File: src/rtl/bfrs_pkg.sv
// ----------------------------------------------------------------------------
// Box filter row sum package
// Shared widths, register indexes, reset values and the control struct that
// travels with each item from the front to the back of the block.
// ----------------------------------------------------------------------------
package bfrs_pkg;

   localparam int MAX_WINDOW_DEFAULT   = 32;
   localparam int MAX_CHANNELS_DEFAULT = 4;
   localparam int SAMPLE_BITS_DEFAULT  = 16;
   localparam int QUEUE_DEPTH_DEFAULT  = 4;

   localparam int SUM_BITS         = 21;
   localparam int CHAN_OUT_BITS    = 2;
   localparam int RSP_TDATA_BITS   = ((SUM_BITS + 7) / 8) * 8;
   localparam int WINDOW_REG_BITS  = 6;
   localparam int CHANNEL_REG_BITS = 3;
   localparam int CSR_INDEX_BITS   = 2;
   localparam int CSR_DATA_BITS    = 6;

   localparam logic [CSR_INDEX_BITS-1:0] REG_WINDOW_WIDTH  = 2'd0;
   localparam logic [CSR_INDEX_BITS-1:0] REG_CHANNEL_COUNT = 2'd1;

   localparam logic [WINDOW_REG_BITS-1:0]  WINDOW_WIDTH_RESET  = 6'd3;
   localparam logic [CHANNEL_REG_BITS-1:0] CHANNEL_COUNT_RESET = 3'd1;

   typedef struct packed {
      logic leave_en;
      logic emit;
      logic last;
   } ctl_type;

   localparam int CTL_BITS = $bits(ctl_type);

   function automatic int addr_bits(input int n);
      addr_bits = (n > 1) ? $clog2(n) : 1;
   endfunction

endpackage

File: src/rtl/bfrs_ram.sv
// ----------------------------------------------------------------------------
// Box filter row sum RAM
// Simple dual-port RAM with registered read; a read and a write at the same
// address in the same cycle return the old contents.
// ----------------------------------------------------------------------------
module bfrs_ram #(
   parameter int WIDTH = 16,
   parameter int DEPTH = 128
) (
   input  logic                                 clock,
   input  logic                                 we,
   input  logic [bfrs_pkg::addr_bits(DEPTH)-1:0] waddr,
   input  logic [WIDTH-1:0]                     wdata,
   input  logic                                 re,
   input  logic [bfrs_pkg::addr_bits(DEPTH)-1:0] raddr,
   output logic [WIDTH-1:0]                     rdata
);
   import bfrs_pkg::*;

   logic [WIDTH-1:0] mem_ff [DEPTH];
   logic [WIDTH-1:0] rdata_ff;

   always_ff @(posedge clock) begin
      if (we) begin
         mem_ff[waddr] <= wdata;
      end
      if (re) begin
         rdata_ff <= mem_ff[raddr];
      end
   end

   assign rdata = rdata_ff;

endmodule

File: src/rtl/bfrs_front.sv
// ----------------------------------------------------------------------------
// Box filter row sum front end
// Holds the configuration, tracks channel, ring slot and pixel position,
// issues the history read and write, and classifies each accepted item.
// ----------------------------------------------------------------------------
module bfrs_front #(
   parameter int MAX_WINDOW   = 32,
   parameter int MAX_CHANNELS = 4,
   parameter int SAMPLE_BITS  = 16,
   parameter int QUEUE_DEPTH  = 4
) (
   input  logic                                               clock,
   input  logic                                               reset,
   input  logic                                               req_tvalid,
   output logic                                               req_tready,
   input  logic [SAMPLE_BITS-1:0]                             req_sample,
   input  logic                                               req_last,
   input  logic                                               csr_valid,
   output logic                                               csr_ready,
   input  logic [bfrs_pkg::CSR_INDEX_BITS-1:0]                csr_index,
   input  logic [bfrs_pkg::CSR_DATA_BITS-1:0]                 csr_wdata,
   input  logic [bfrs_pkg::addr_bits(QUEUE_DEPTH+1)-1:0]      q_count,
   output logic                                               ram_en,
   output logic [bfrs_pkg::addr_bits(MAX_WINDOW*MAX_CHANNELS)-1:0] ram_addr,
   output logic                                               s1_valid,
   output logic [SAMPLE_BITS-1:0]                             s1_sample,
   output logic [bfrs_pkg::addr_bits(MAX_CHANNELS)-1:0]       s1_chan,
   output bfrs_pkg::ctl_type                                  s1_ctl,
   output logic                                               row_clear
);
   import bfrs_pkg::*;

   localparam int AW   = addr_bits(MAX_WINDOW * MAX_CHANNELS);
   localparam int CI_W = addr_bits(MAX_CHANNELS);
   localparam int CN_W = $clog2(MAX_CHANNELS + 1);
   localparam int SL_W = addr_bits(MAX_WINDOW);
   localparam int PP_W = $clog2(MAX_WINDOW + 1);
   localparam int QC_W = addr_bits(QUEUE_DEPTH + 1);

   logic [WINDOW_REG_BITS-1:0]  window_width_ff,  window_width_in;
   logic [CHANNEL_REG_BITS-1:0] channel_count_ff, channel_count_in;
   logic [CI_W-1:0]             chan_pos_ff,      chan_pos_in;
   logic [SL_W-1:0]             slot_ff,          slot_in;
   logic [PP_W-1:0]             pixel_pos_ff,     pixel_pos_in;
   logic                        s1_valid_ff,      s1_valid_in;
   logic [SAMPLE_BITS-1:0]      s1_sample_ff;
   logic [CI_W-1:0]             s1_chan_ff;
   ctl_type                     s1_ctl_ff,        s1_ctl_in;

   logic [PP_W-1:0] w_eff;
   logic [CN_W-1:0] cn_eff;
   logic [CI_W-1:0] chan;
   logic [SL_W-1:0] slot;
   logic            accept;
   logic            csr_hit;
   logic            pixel_done;

   assign req_tready = ((QC_W + 1)'(q_count) + (QC_W + 1)'(s1_valid_ff))
                       < (QC_W + 1)'(QUEUE_DEPTH);
   assign accept     = req_tvalid && req_tready;
   assign csr_ready  = 1'b1;
   assign csr_hit    = csr_valid && ((csr_index == REG_WINDOW_WIDTH) ||
                                     (csr_index == REG_CHANNEL_COUNT));
   assign row_clear  = csr_hit;

   always_comb begin
      if (window_width_ff == '0) begin
         w_eff = PP_W'(1);
      end else if (int'(window_width_ff) > MAX_WINDOW) begin
         w_eff = PP_W'(MAX_WINDOW);
      end else begin
         w_eff = PP_W'(window_width_ff);
      end

      if (channel_count_ff == '0) begin
         cn_eff = CN_W'(1);
      end else if (int'(channel_count_ff) > MAX_CHANNELS) begin
         cn_eff = CN_W'(MAX_CHANNELS);
      end else begin
         cn_eff = CN_W'(channel_count_ff);
      end

      chan = (CN_W'(chan_pos_ff) >= cn_eff) ? '0 : chan_pos_ff;
      slot = (PP_W'(slot_ff) >= w_eff) ? '0 : slot_ff;

      ram_addr = AW'(slot) * AW'(MAX_CHANNELS) + AW'(chan);
      ram_en   = accept;

      s1_ctl_in.leave_en = pixel_pos_ff >= w_eff;
      s1_ctl_in.emit     = ((PP_W + 1)'(pixel_pos_ff) + (PP_W + 1)'(1))
                           >= (PP_W + 1)'(w_eff);
      s1_ctl_in.last     = req_last;
      s1_valid_in        = accept;

      pixel_done = (CN_W'(chan) + CN_W'(1)) >= cn_eff;

      window_width_in  = window_width_ff;
      channel_count_in = channel_count_ff;
      chan_pos_in      = chan_pos_ff;
      slot_in          = slot_ff;
      pixel_pos_in     = pixel_pos_ff;

      if (accept) begin
         if (pixel_done) begin
            chan_pos_in = '0;
            slot_in     = ((PP_W'(slot) + PP_W'(1)) >= w_eff) ? '0 : slot + SL_W'(1);
            if (pixel_pos_ff < w_eff) begin
               pixel_pos_in = pixel_pos_ff + PP_W'(1);
            end
         end else begin
            chan_pos_in = chan + CI_W'(1);
            slot_in     = slot;
         end
      end

      if ((accept && req_last) || csr_hit) begin
         chan_pos_in  = '0;
         slot_in      = '0;
         pixel_pos_in = '0;
      end

      if (csr_valid && (csr_index == REG_WINDOW_WIDTH)) begin
         window_width_in = WINDOW_REG_BITS'(csr_wdata);
      end
      if (csr_valid && (csr_index == REG_CHANNEL_COUNT)) begin
         channel_count_in = csr_wdata[CHANNEL_REG_BITS-1:0];
      end
   end

   always_ff @(posedge clock) begin
      if (reset) begin
         window_width_ff  <= WINDOW_WIDTH_RESET;
         channel_count_ff <= CHANNEL_COUNT_RESET;
         chan_pos_ff      <= '0;
         slot_ff          <= '0;
         pixel_pos_ff     <= '0;
         s1_valid_ff      <= 1'b0;
      end else begin
         window_width_ff  <= window_width_in;
         channel_count_ff <= channel_count_in;
         chan_pos_ff      <= chan_pos_in;
         slot_ff          <= slot_in;
         pixel_pos_ff     <= pixel_pos_in;
         s1_valid_ff      <= s1_valid_in;
      end
   end

   always_ff @(posedge clock) begin
      if (accept) begin
         s1_sample_ff <= req_sample;
         s1_chan_ff   <= chan;
         s1_ctl_ff    <= s1_ctl_in;
      end
   end

   assign s1_valid  = s1_valid_ff;
   assign s1_sample = s1_sample_ff;
   assign s1_chan   = s1_chan_ff;
   assign s1_ctl    = s1_ctl_ff;

   a_chan_in_range: assert property (@(posedge clock) disable iff (reset)
      CN_W'(chan_pos_ff) < cn_eff)
      else $error("channel position beyond channel count");

   a_pixel_saturates: assert property (@(posedge clock) disable iff (reset)
      pixel_pos_ff <= w_eff)
      else $error("pixel position beyond window width");

   a_last_clears: assert property (@(posedge clock) disable iff (reset)
      (accept && req_last) |=> (pixel_pos_ff == '0) && (chan_pos_ff == '0))
      else $error("row state not cleared after last item");

endmodule

File: src/rtl/bfrs_queue.sv
// ----------------------------------------------------------------------------
// Box filter row sum queue
// Small first-in first-out buffer between the front and back ends.
// ----------------------------------------------------------------------------
module bfrs_queue #(
   parameter int WIDTH = 8,
   parameter int DEPTH = 4
) (
   input  logic                                       clock,
   input  logic                                       reset,
   input  logic                                       push,
   input  logic [WIDTH-1:0]                           push_data,
   input  logic                                       pop,
   output logic                                       head_valid,
   output logic [WIDTH-1:0]                           head_data,
   output logic [bfrs_pkg::addr_bits(DEPTH+1)-1:0]    count
);
   import bfrs_pkg::*;

   localparam int PW = addr_bits(DEPTH);
   localparam int CW = addr_bits(DEPTH + 1);

   logic [WIDTH-1:0] entries_ff [DEPTH];
   logic [PW-1:0]    wr_ptr_ff, wr_ptr_in;
   logic [PW-1:0]    rd_ptr_ff, rd_ptr_in;
   logic [CW-1:0]    count_ff,  count_in;

   always_comb begin
      wr_ptr_in = wr_ptr_ff;
      rd_ptr_in = rd_ptr_ff;
      count_in  = count_ff;
      if (push) begin
         wr_ptr_in = (int'(wr_ptr_ff) == DEPTH - 1) ? '0 : wr_ptr_ff + PW'(1);
      end
      if (pop) begin
         rd_ptr_in = (int'(rd_ptr_ff) == DEPTH - 1) ? '0 : rd_ptr_ff + PW'(1);
      end
      if (push && !pop) begin
         count_in = count_ff + CW'(1);
      end else if (pop && !push) begin
         count_in = count_ff - CW'(1);
      end
   end

   always_ff @(posedge clock) begin
      if (reset) begin
         wr_ptr_ff <= '0;
         rd_ptr_ff <= '0;
         count_ff  <= '0;
      end else begin
         wr_ptr_ff <= wr_ptr_in;
         rd_ptr_ff <= rd_ptr_in;
         count_ff  <= count_in;
      end
   end

   always_ff @(posedge clock) begin
      if (push) begin
         entries_ff[wr_ptr_ff] <= push_data;
      end
   end

   assign head_valid = count_ff != '0;
   assign head_data  = entries_ff[rd_ptr_ff];
   assign count      = count_ff;

   a_no_overflow: assert property (@(posedge clock) disable iff (reset)
      push |-> (int'(count_ff) < DEPTH) || pop)
      else $error("queue push while full");

   a_no_underflow: assert property (@(posedge clock) disable iff (reset)
      pop |-> count_ff != '0)
      else $error("queue pop while empty");

   a_count_tracks: assert property (@(posedge clock) disable iff (reset)
      (push && !pop) |=> count_ff == $past(count_ff) + CW'(1))
      else $error("queue count did not advance on push");

endmodule

File: src/rtl/bfrs_back.sv
// ----------------------------------------------------------------------------
// Box filter row sum back end
// Updates the per-channel running sums and drives the result register.
// ----------------------------------------------------------------------------
module bfrs_back #(
   parameter int MAX_CHANNELS = 4,
   parameter int SAMPLE_BITS  = 16
) (
   input  logic                                         clock,
   input  logic                                         reset,
   input  logic                                         row_clear,
   input  logic                                         head_valid,
   output logic                                         pop,
   input  logic [SAMPLE_BITS-1:0]                       head_sample,
   input  logic [SAMPLE_BITS-1:0]                       head_leaving,
   input  logic [bfrs_pkg::addr_bits(MAX_CHANNELS)-1:0] head_chan,
   input  bfrs_pkg::ctl_type                            head_ctl,
   output logic                                         rsp_tvalid,
   input  logic                                         rsp_tready,
   output logic [bfrs_pkg::SUM_BITS-1:0]                rsp_sum,
   output logic [bfrs_pkg::CHAN_OUT_BITS-1:0]           rsp_chan,
   output logic                                         rsp_last
);
   import bfrs_pkg::*;

   localparam int CALC_W = (SAMPLE_BITS > SUM_BITS) ? SAMPLE_BITS : SUM_BITS;

   logic [MAX_CHANNELS-1:0][SUM_BITS-1:0] sums_ff, sums_in;
   logic                                  rsp_valid_ff, rsp_valid_in;
   logic [SUM_BITS-1:0]                   rsp_sum_ff;
   logic [CHAN_OUT_BITS-1:0]              rsp_chan_ff;
   logic                                  rsp_last_ff;
   logic [CALC_W-1:0]                     calc;
   logic [SUM_BITS-1:0]                   new_sum;
   logic                                  load;

   always_comb begin
      pop  = head_valid && (!rsp_valid_ff || rsp_tready);
      load = pop && head_ctl.emit;
      calc = CALC_W'(sums_ff[head_chan]) + CALC_W'(head_sample)
             - (head_ctl.leave_en ? CALC_W'(head_leaving) : CALC_W'(0));
      new_sum = calc[SUM_BITS-1:0];

      sums_in = sums_ff;
      if (pop) begin
         sums_in[head_chan] = new_sum;
         if (head_ctl.last) begin
            sums_in = '0;
         end
      end
      if (row_clear) begin
         sums_in = '0;
      end

      rsp_valid_in = rsp_valid_ff;
      if (rsp_tready) begin
         rsp_valid_in = 1'b0;
      end
      if (load) begin
         rsp_valid_in = 1'b1;
      end
   end

   always_ff @(posedge clock) begin
      if (reset) begin
         sums_ff      <= '0;
         rsp_valid_ff <= 1'b0;
      end else begin
         sums_ff      <= sums_in;
         rsp_valid_ff <= rsp_valid_in;
      end
   end

   always_ff @(posedge clock) begin
      if (load) begin
         rsp_sum_ff  <= new_sum;
         rsp_chan_ff <= CHAN_OUT_BITS'(head_chan);
         rsp_last_ff <= head_ctl.last;
      end
   end

   assign rsp_tvalid = rsp_valid_ff;
   assign rsp_sum    = rsp_sum_ff;
   assign rsp_chan   = rsp_chan_ff;
   assign rsp_last   = rsp_last_ff;

   a_last_clears_sums: assert property (@(posedge clock) disable iff (reset)
      (pop && head_ctl.last) |=> sums_ff == '0)
      else $error("running sums not cleared after last item");

   a_cfg_clears_sums: assert property (@(posedge clock) disable iff (reset)
      row_clear |=> sums_ff == '0)
      else $error("running sums not cleared by register write");

   a_no_drop: assert property (@(posedge clock) disable iff (reset)
      load |=> rsp_valid_ff)
      else $error("result lost in output register");

endmodule

File: src/rtl/box_filter_row_window_sum_top.sv
// ----------------------------------------------------------------------------
// Box filter row window sum, top level
// Takes a row of interleaved channel samples and returns, for every sample
// once a full window of pixels has arrived, the sum of the last window_width
// samples of its channel.
// ----------------------------------------------------------------------------
// The block takes one sample item every clock and keeps that rate for as long
// as results are taken. An accepted item and its history read are registered,
// then written into the queue, and its result is loaded into the result
// register once the output register is free. The front end reads and writes
// the sample history in the same cycle and the back end updates one running
// sum per cycle while results are taken, so neither limits the rate.
// Rows shorter than the window give no results, and the item flagged tlast
// ends the row and clears the row state. The user writes the registers
// (index 0: window_width, index 1: channel_count) only while the block is
// idle; the block does not enforce this. A write also clears the row state.
module box_filter_row_window_sum_top #(
   parameter int MAX_WINDOW   = bfrs_pkg::MAX_WINDOW_DEFAULT,
   parameter int MAX_CHANNELS = bfrs_pkg::MAX_CHANNELS_DEFAULT,
   parameter int SAMPLE_BITS  = bfrs_pkg::SAMPLE_BITS_DEFAULT,
   parameter int QUEUE_DEPTH  = bfrs_pkg::QUEUE_DEPTH_DEFAULT
) (
   input  logic                                  clock,
   input  logic                                  reset,
   input  logic                                  req_tvalid,
   output logic                                  req_tready,
   input  logic [((SAMPLE_BITS+7)/8)*8-1:0]      req_tdata,   // sample
   input  logic                                  req_tlast,   // last_in_row
   output logic                                  rsp_tvalid,
   input  logic                                  rsp_tready,
   output logic [bfrs_pkg::RSP_TDATA_BITS-1:0]   rsp_tdata,   // window_sum
   output logic [bfrs_pkg::CHAN_OUT_BITS-1:0]    rsp_tuser,   // channel
   output logic                                  rsp_tlast,   // last_of_row
   input  logic                                  csr_valid,
   output logic                                  csr_ready,
   input  logic [bfrs_pkg::CSR_INDEX_BITS-1:0]   csr_index,
   input  logic [bfrs_pkg::CSR_DATA_BITS-1:0]    csr_wdata
);
   import bfrs_pkg::*;

   localparam int DEPTH   = MAX_WINDOW * MAX_CHANNELS;
   localparam int AW      = addr_bits(DEPTH);
   localparam int CI_W    = addr_bits(MAX_CHANNELS);
   localparam int QC_W    = addr_bits(QUEUE_DEPTH + 1);
   localparam int ENTRY_W = CTL_BITS + CI_W + 2 * SAMPLE_BITS;

   logic                   ram_en;
   logic [AW-1:0]          ram_addr;
   logic [SAMPLE_BITS-1:0] ram_rdata;
   logic                   s1_valid;
   logic [SAMPLE_BITS-1:0] s1_sample;
   logic [CI_W-1:0]        s1_chan;
   ctl_type                s1_ctl;
   logic                   row_clear;
   logic [QC_W-1:0]        q_count;
   logic                   head_valid;
   logic [ENTRY_W-1:0]     head_data;
   logic                   pop;
   ctl_type                head_ctl;
   logic [SUM_BITS-1:0]    rsp_sum;

   bfrs_front #(
      .MAX_WINDOW   (MAX_WINDOW),
      .MAX_CHANNELS (MAX_CHANNELS),
      .SAMPLE_BITS  (SAMPLE_BITS),
      .QUEUE_DEPTH  (QUEUE_DEPTH)
   ) u_front (
      .clock      (clock),
      .reset      (reset),
      .req_tvalid (req_tvalid),
      .req_tready (req_tready),
      .req_sample (req_tdata[SAMPLE_BITS-1:0]),
      .req_last   (req_tlast),
      .csr_valid  (csr_valid),
      .csr_ready  (csr_ready),
      .csr_index  (csr_index),
      .csr_wdata  (csr_wdata),
      .q_count    (q_count),
      .ram_en     (ram_en),
      .ram_addr   (ram_addr),
      .s1_valid   (s1_valid),
      .s1_sample  (s1_sample),
      .s1_chan    (s1_chan),
      .s1_ctl     (s1_ctl),
      .row_clear  (row_clear)
   );

   bfrs_ram #(
      .WIDTH (SAMPLE_BITS),
      .DEPTH (DEPTH)
   ) u_history (
      .clock (clock),
      .we    (ram_en),
      .waddr (ram_addr),
      .wdata (req_tdata[SAMPLE_BITS-1:0]),
      .re    (ram_en),
      .raddr (ram_addr),
      .rdata (ram_rdata)
   );

   bfrs_queue #(
      .WIDTH (ENTRY_W),
      .DEPTH (QUEUE_DEPTH)
   ) u_queue (
      .clock      (clock),
      .reset      (reset),
      .push       (s1_valid),
      .push_data  ({s1_ctl, s1_chan, ram_rdata, s1_sample}),
      .pop        (pop),
      .head_valid (head_valid),
      .head_data  (head_data),
      .count      (q_count)
   );

   assign head_ctl = ctl_type'(head_data[ENTRY_W-1 -: CTL_BITS]);

   bfrs_back #(
      .MAX_CHANNELS (MAX_CHANNELS),
      .SAMPLE_BITS  (SAMPLE_BITS)
   ) u_back (
      .clock        (clock),
      .reset        (reset),
      .row_clear    (row_clear),
      .head_valid   (head_valid),
      .pop          (pop),
      .head_sample  (head_data[SAMPLE_BITS-1:0]),
      .head_leaving (head_data[2*SAMPLE_BITS-1:SAMPLE_BITS]),
      .head_chan    (head_data[2*SAMPLE_BITS+CI_W-1:2*SAMPLE_BITS]),
      .head_ctl     (head_ctl),
      .rsp_tvalid   (rsp_tvalid),
      .rsp_tready   (rsp_tready),
      .rsp_sum      (rsp_sum),
      .rsp_chan     (rsp_tuser),
      .rsp_last     (rsp_tlast)
   );

   assign rsp_tdata = RSP_TDATA_BITS'(rsp_sum);

endmodule

File: config.mk
export PLATFORM = sky130hd
export DESIGN_NAME = box_filter_row_window_sum_top
export DESIGN_NICKNAME = d
export VERILOG_FILES = /design/src/rtl/bfrs_pkg.sv /design/src/rtl/bfrs_ram.sv /design/src/rtl/bfrs_front.sv /design/src/rtl/bfrs_queue.sv /design/src/rtl/bfrs_back.sv /design/src/rtl/box_filter_row_window_sum_top.sv
export SDC_FILE = /design/constraint.sdc
export NUM_CORES = 2
export LEC_CHECK = 0
export BUFFER_PORTS_ARGS = -buffer_cell sky130_fd_sc_hd__buf_2
export CAP_MARGIN = 25
export CORE_UTILIZATION = 25
export CTS_CLUSTER_SIZE = 28
export DETAILED_ROUTE_END_ITERATION = 12
export PLACE_DENSITY = 0.39
export SETUP_SLACK_MARGIN = 0.15
export SKIP_CTS_REPAIR_TIMING = 1
export SLEW_MARGIN = 10
export SYNTH_ARGS = -nofsm -noshare
export SYNTH_HDL_FRONTEND = slang
export SYNTH_SLANG_ARGS = --single-unit
File: constraint.sdc
create_clock -name clock -period 4.9 [get_ports clock]
set_input_delay 0.245 -clock clock [delete_from_list [all_inputs] [get_ports clock]]
set_output_delay 0.245 -clock clock [all_outputs]
set_load 0.05 [all_outputs]
==> results.toml <==
[drt]
vias_per_cell = 4.66
drt-pass1-iter-count = 5
routed_wirelength_um = 311000
drt_iter0_markers = 5010
antenna_left = 0
vias = 60600
wl_per_cell_um = 23.9
drc_errors = 0

[logic_synthesis]
syn_area_mm2 = 0.0953
ys_seq_elements = 2374
synth-edff-count = 2257
ys.flop_type = "edfxtp_1"
avgSynthCellArea_um2 = 12.8
yosys_warnings = 0
synth_cell_type_count = 68
async_flop_share_pct = 0
postSynthCellCount = 7473
yosysSeqAreaShare_pct = 73.6

[hold_path]
min_from = "req_tdata[11]"
holdCritPathClass = "primary input to flip-flop"
hold_end = "u_history.mem_ff[38][11]"
hold_depth = 1

[placed_design]
place.gp.congestion = 0.826
portBuffers = 55
place_area_mm2 = 0.104
dpl.hpwl_um = 183000

[clocking]
cts_made_buffers = 278
htreeDepth = 5
root_buffer = "clkbuf_16"
clk_pin_slew_ps = 60
clockBufferDepth = 4
cts_sinks = 2374
clock_latency_ps = 900
cts_tree = "done"

[sta]
fin_setup_tns_ps = 0
tightestPinTransition_ps = 1090
fin_crit_ps = 4580
hold_violations = 1
grt_setup_unrepaired = "false"
finalCritPeriodShare_pct = 93.5
maxSlewViolCount = 0
setup_viol = 0
timing.hold.ws_ps = -1.69
clock.fmax_mhz = 218
slew_headroom_pct = 27.2
fin_skew_ps = 62.7

[floorplanning]
initial_core_util_pct = 25.1
row_count = 226
chipHeight_um = 620
chipWidth_um = 620
core-area_mm2 = 0.379
dieArea_mm2 = 0.384
ios = 60

[outcome]
status = "finished with violations"
violations = "negative hold slack"

[worst_setup_path]
reg2regPathDepth = 13
crit_required_ps = 5490
crit_family = "compound AO/OA/AOI/OAI gates"
cpPeakStageDelay_ps = 920
reg2reg_setup_slack_ps = 320
r2r_start = "u_front.channel_count_ff[2]"
cp_slowest_cell = "o31ai_1"
start_kind = "flip-flop"
crit_arrival_ps = 5180
worstSetupPathType = "flip-flop to flip-flop"
r2r-end = "u_history.rdata[10]"
cp_max_fo = 58
cp_cell_sequence = "a21oi_1 -> ha_1 -> nor2b_1 -> o211ai_4 -> inv_8 -> buf_12 -> buf_4 -> nand2_1 -> nand3_1 -> nand3_1 -> nand4_1 -> o31ai_1 -> nand4_1"
worstSetupEndpointType = "flip-flop"
path_buf_inv = 3

[power_and_ir_drop]
internal-power_w = 0.0368
leakage_nw = 38.3
clkPwrFrac_pct = 39.0
seqPwrFrac_pct = 45.6
power_switching_w = 0.0142
p_sw_share_pct = 27.8
combPwrFrac_pct = 15.4
power.density_mw_per_mm2 = 453
irDropWorstVdd_v = 0.000371

[layout]
area_delta_synth_final_pct = 18.3
final_nets = 7895
drive_gt1_share_pct = 11.8
finalInstanceArea_mm2 = 0.113
fillers = 38100
fin_util_pct = 29.7

[flow_run]
cap_violations = 0

[grt]
track_usage_pct = 15.8
antenna_found_initial = 20
grt_overflow = 0
grt_pass1_wl_um = 445000
grt_pass1_vias = 59000
grt_max_degree = 120
[per-stage QoR]
step	hold WS, ps	power (W)	cells	setup slack (ps)
6_report	-1.69	0.0510	13000	317
5_1_grt	22.0	0.0530	13000	172
4_1_cts	-419	0.0516	13000	91.3
3_5_place_dp	474	0.0316	12500	83.0
3_3_place_gp	469	0.0314	12500	114
2_1_floorplan	344	0.0284	7475	470
[power groups by stage]
stage | combinational, W | clock (W) | sequential [W]
2_1_floorplan | 0.00447 | 0 | 0.0239
3_3_place_gp | 0.00774 | 0 | 0.0237
3_5_place_dp | 0.00784 | 0 | 0.0237
4_1_cts | 0.00787 | 0.0205 | 0.0233
5_1_grt | 0.00850 | 0.0212 | 0.0233
6_report | 0.00785 | 0.0199 | 0.0233
[layer usage]
layer,share of wire [%],global-route usage (%)
met5,0,0
met4,2.3,3.86
met3,4.1,1.87
met2,47,26.0
met1,46,22.1
[logic make-up after synthesis]
group	synth area share (%)
AO/OA/AOI/OAI	3.38
AND/OR/NAND/NOR	17.7
other	0.00788
buffers and inverters	2.27
flip-flops	73.6
multiplexers	1.69
adder cells (fa/ha/maj)	1.12
XOR/XNOR	0.253
[cells in the mapped netlist, types with 5 or more instances]
| cell type | number | area, um^2 |
|---|---|---|
| buf_1 | 39 | 146 |
| and3_1 | 43 | 269 |
| nand4_1 | 81 | 507 |
| mux2i_1 | 36 | 360 |
| nand2_1 | 2174 | 8160 |
| a211o_1 | 6 | 52.6 |
| nand3_1 | 1315 | 6580 |
| xnor2_1 | 15 | 131 |
| ha_1 | 58 | 726 |
| nand2b_1 | 11 | 68.8 |
| a32oi_1 | 16 | 140 |
| a31oi_1 | 19 | 119 |
| clkbuf_1 | 216 | 811 |
| inv_1 | 34 | 128 |
| a311o_1 | 17 | 170 |
| o21ai_0 | 23 | 115 |
| a21o_1 | 17 | 128 |
| fa_1 | 17 | 340 |
| mux2_2 | 5 | 56.3 |
| buf_2 | 199 | 996 |
| nor2b_1 | 13 | 81.3 |
| mux4_2 | 51 | 1150 |
| o31ai_1 | 66 | 495 |
| nor3_1 | 17 | 85.1 |
| edfxtp_1 | 2257 | 67800 |
| o21ai_1 | 23 | 115 |
| a32o_1 | 17 | 170 |
| nor2_1 | 248 | 931 |
| a21oi_1 | 116 | 581 |
| dfxtp_1 | 117 | 2340 |
| a22oi_1 | 69 | 518 |
| xor2_1 | 7 | 61.3 |
| and2_1 | 15 | 93.8 |
| o22ai_1 | 32 | 200 |
| a211oi_1 | 8 | 60.1 |
| buf_4 | 8 | 60.1 |
[area by class of cell]
type,count,area (um^2),share of cell area (%)
clock buffers,339,7230,6.41
inverters,38,158,0.140
well taps,5016,6280,5.57
diodes,12,30.0,0.0266
repair buffers,498,4420,3.92
clock inverters,142,1310,1.16
multi-input cells,4600,23200,20.6
flip-flops and latches,2374,70100,62.2
[layout by cell type, fill, tap and decap left out, drive strengths merged, types with 18 or more instances in the layout]
cell type and n:
o31ai 66, nand2 2174, inv 53, clkinv 110
dfxtp 117, clkbuf 339, mux2i 36, buf 464
ha 58, a21oi 119, a31oi 19, edfxtp 2257
nand4 81, dlygate4sd3 34, nor3 18, nand3 1315
nor2 248, o22ai 32, a22oi 73, and3 43
mux4 51, o21ai 49
[registers in the layout (all words and copies together), names as in the netlist, 2 cells and up, named ones only]
register / cells
u_back.rsp_chan: 2
u_back.rsp_sum: 21
u_back.sums_ff: 84
u_front.chan_pos_ff: 2
u_front.channel_count_ff: 3
u_front.pixel_pos_ff: 6
u_front.s1_chan: 2
u_front.s1_ctl: 3
u_front.s1_sample: 16
u_front.slot_ff: 5
u_front.window_width_ff: 6
u_history.mem_ff: 2048
u_history.rdata: 16
u_queue.count: 3
u_queue.entries_ff: 148
u_queue.rd_ptr_ff: 2
u_queue.wr_ptr_ff: 2
[how the worst max path moves through the flow]
stage | to | start | cells past startpoint
floorplan | u_front.slot_ff[1] | u_front.slot_ff[0] | 19
global placement | u_back.sums_ff[41] | flip-flop | 14
detailed placement | u_back.sums_ff[83] | flip-flop | 14
CTS | u_back.sums_ff[83] | flip-flop | 14
global route | u_front.pixel_pos_ff[5] | u_front.channel_count_ff[0] | 16
finish | u_history.rdata[10] | u_front.channel_count_ff[2] | 13
No activity file was read; power rests on OpenSTA's default activity.
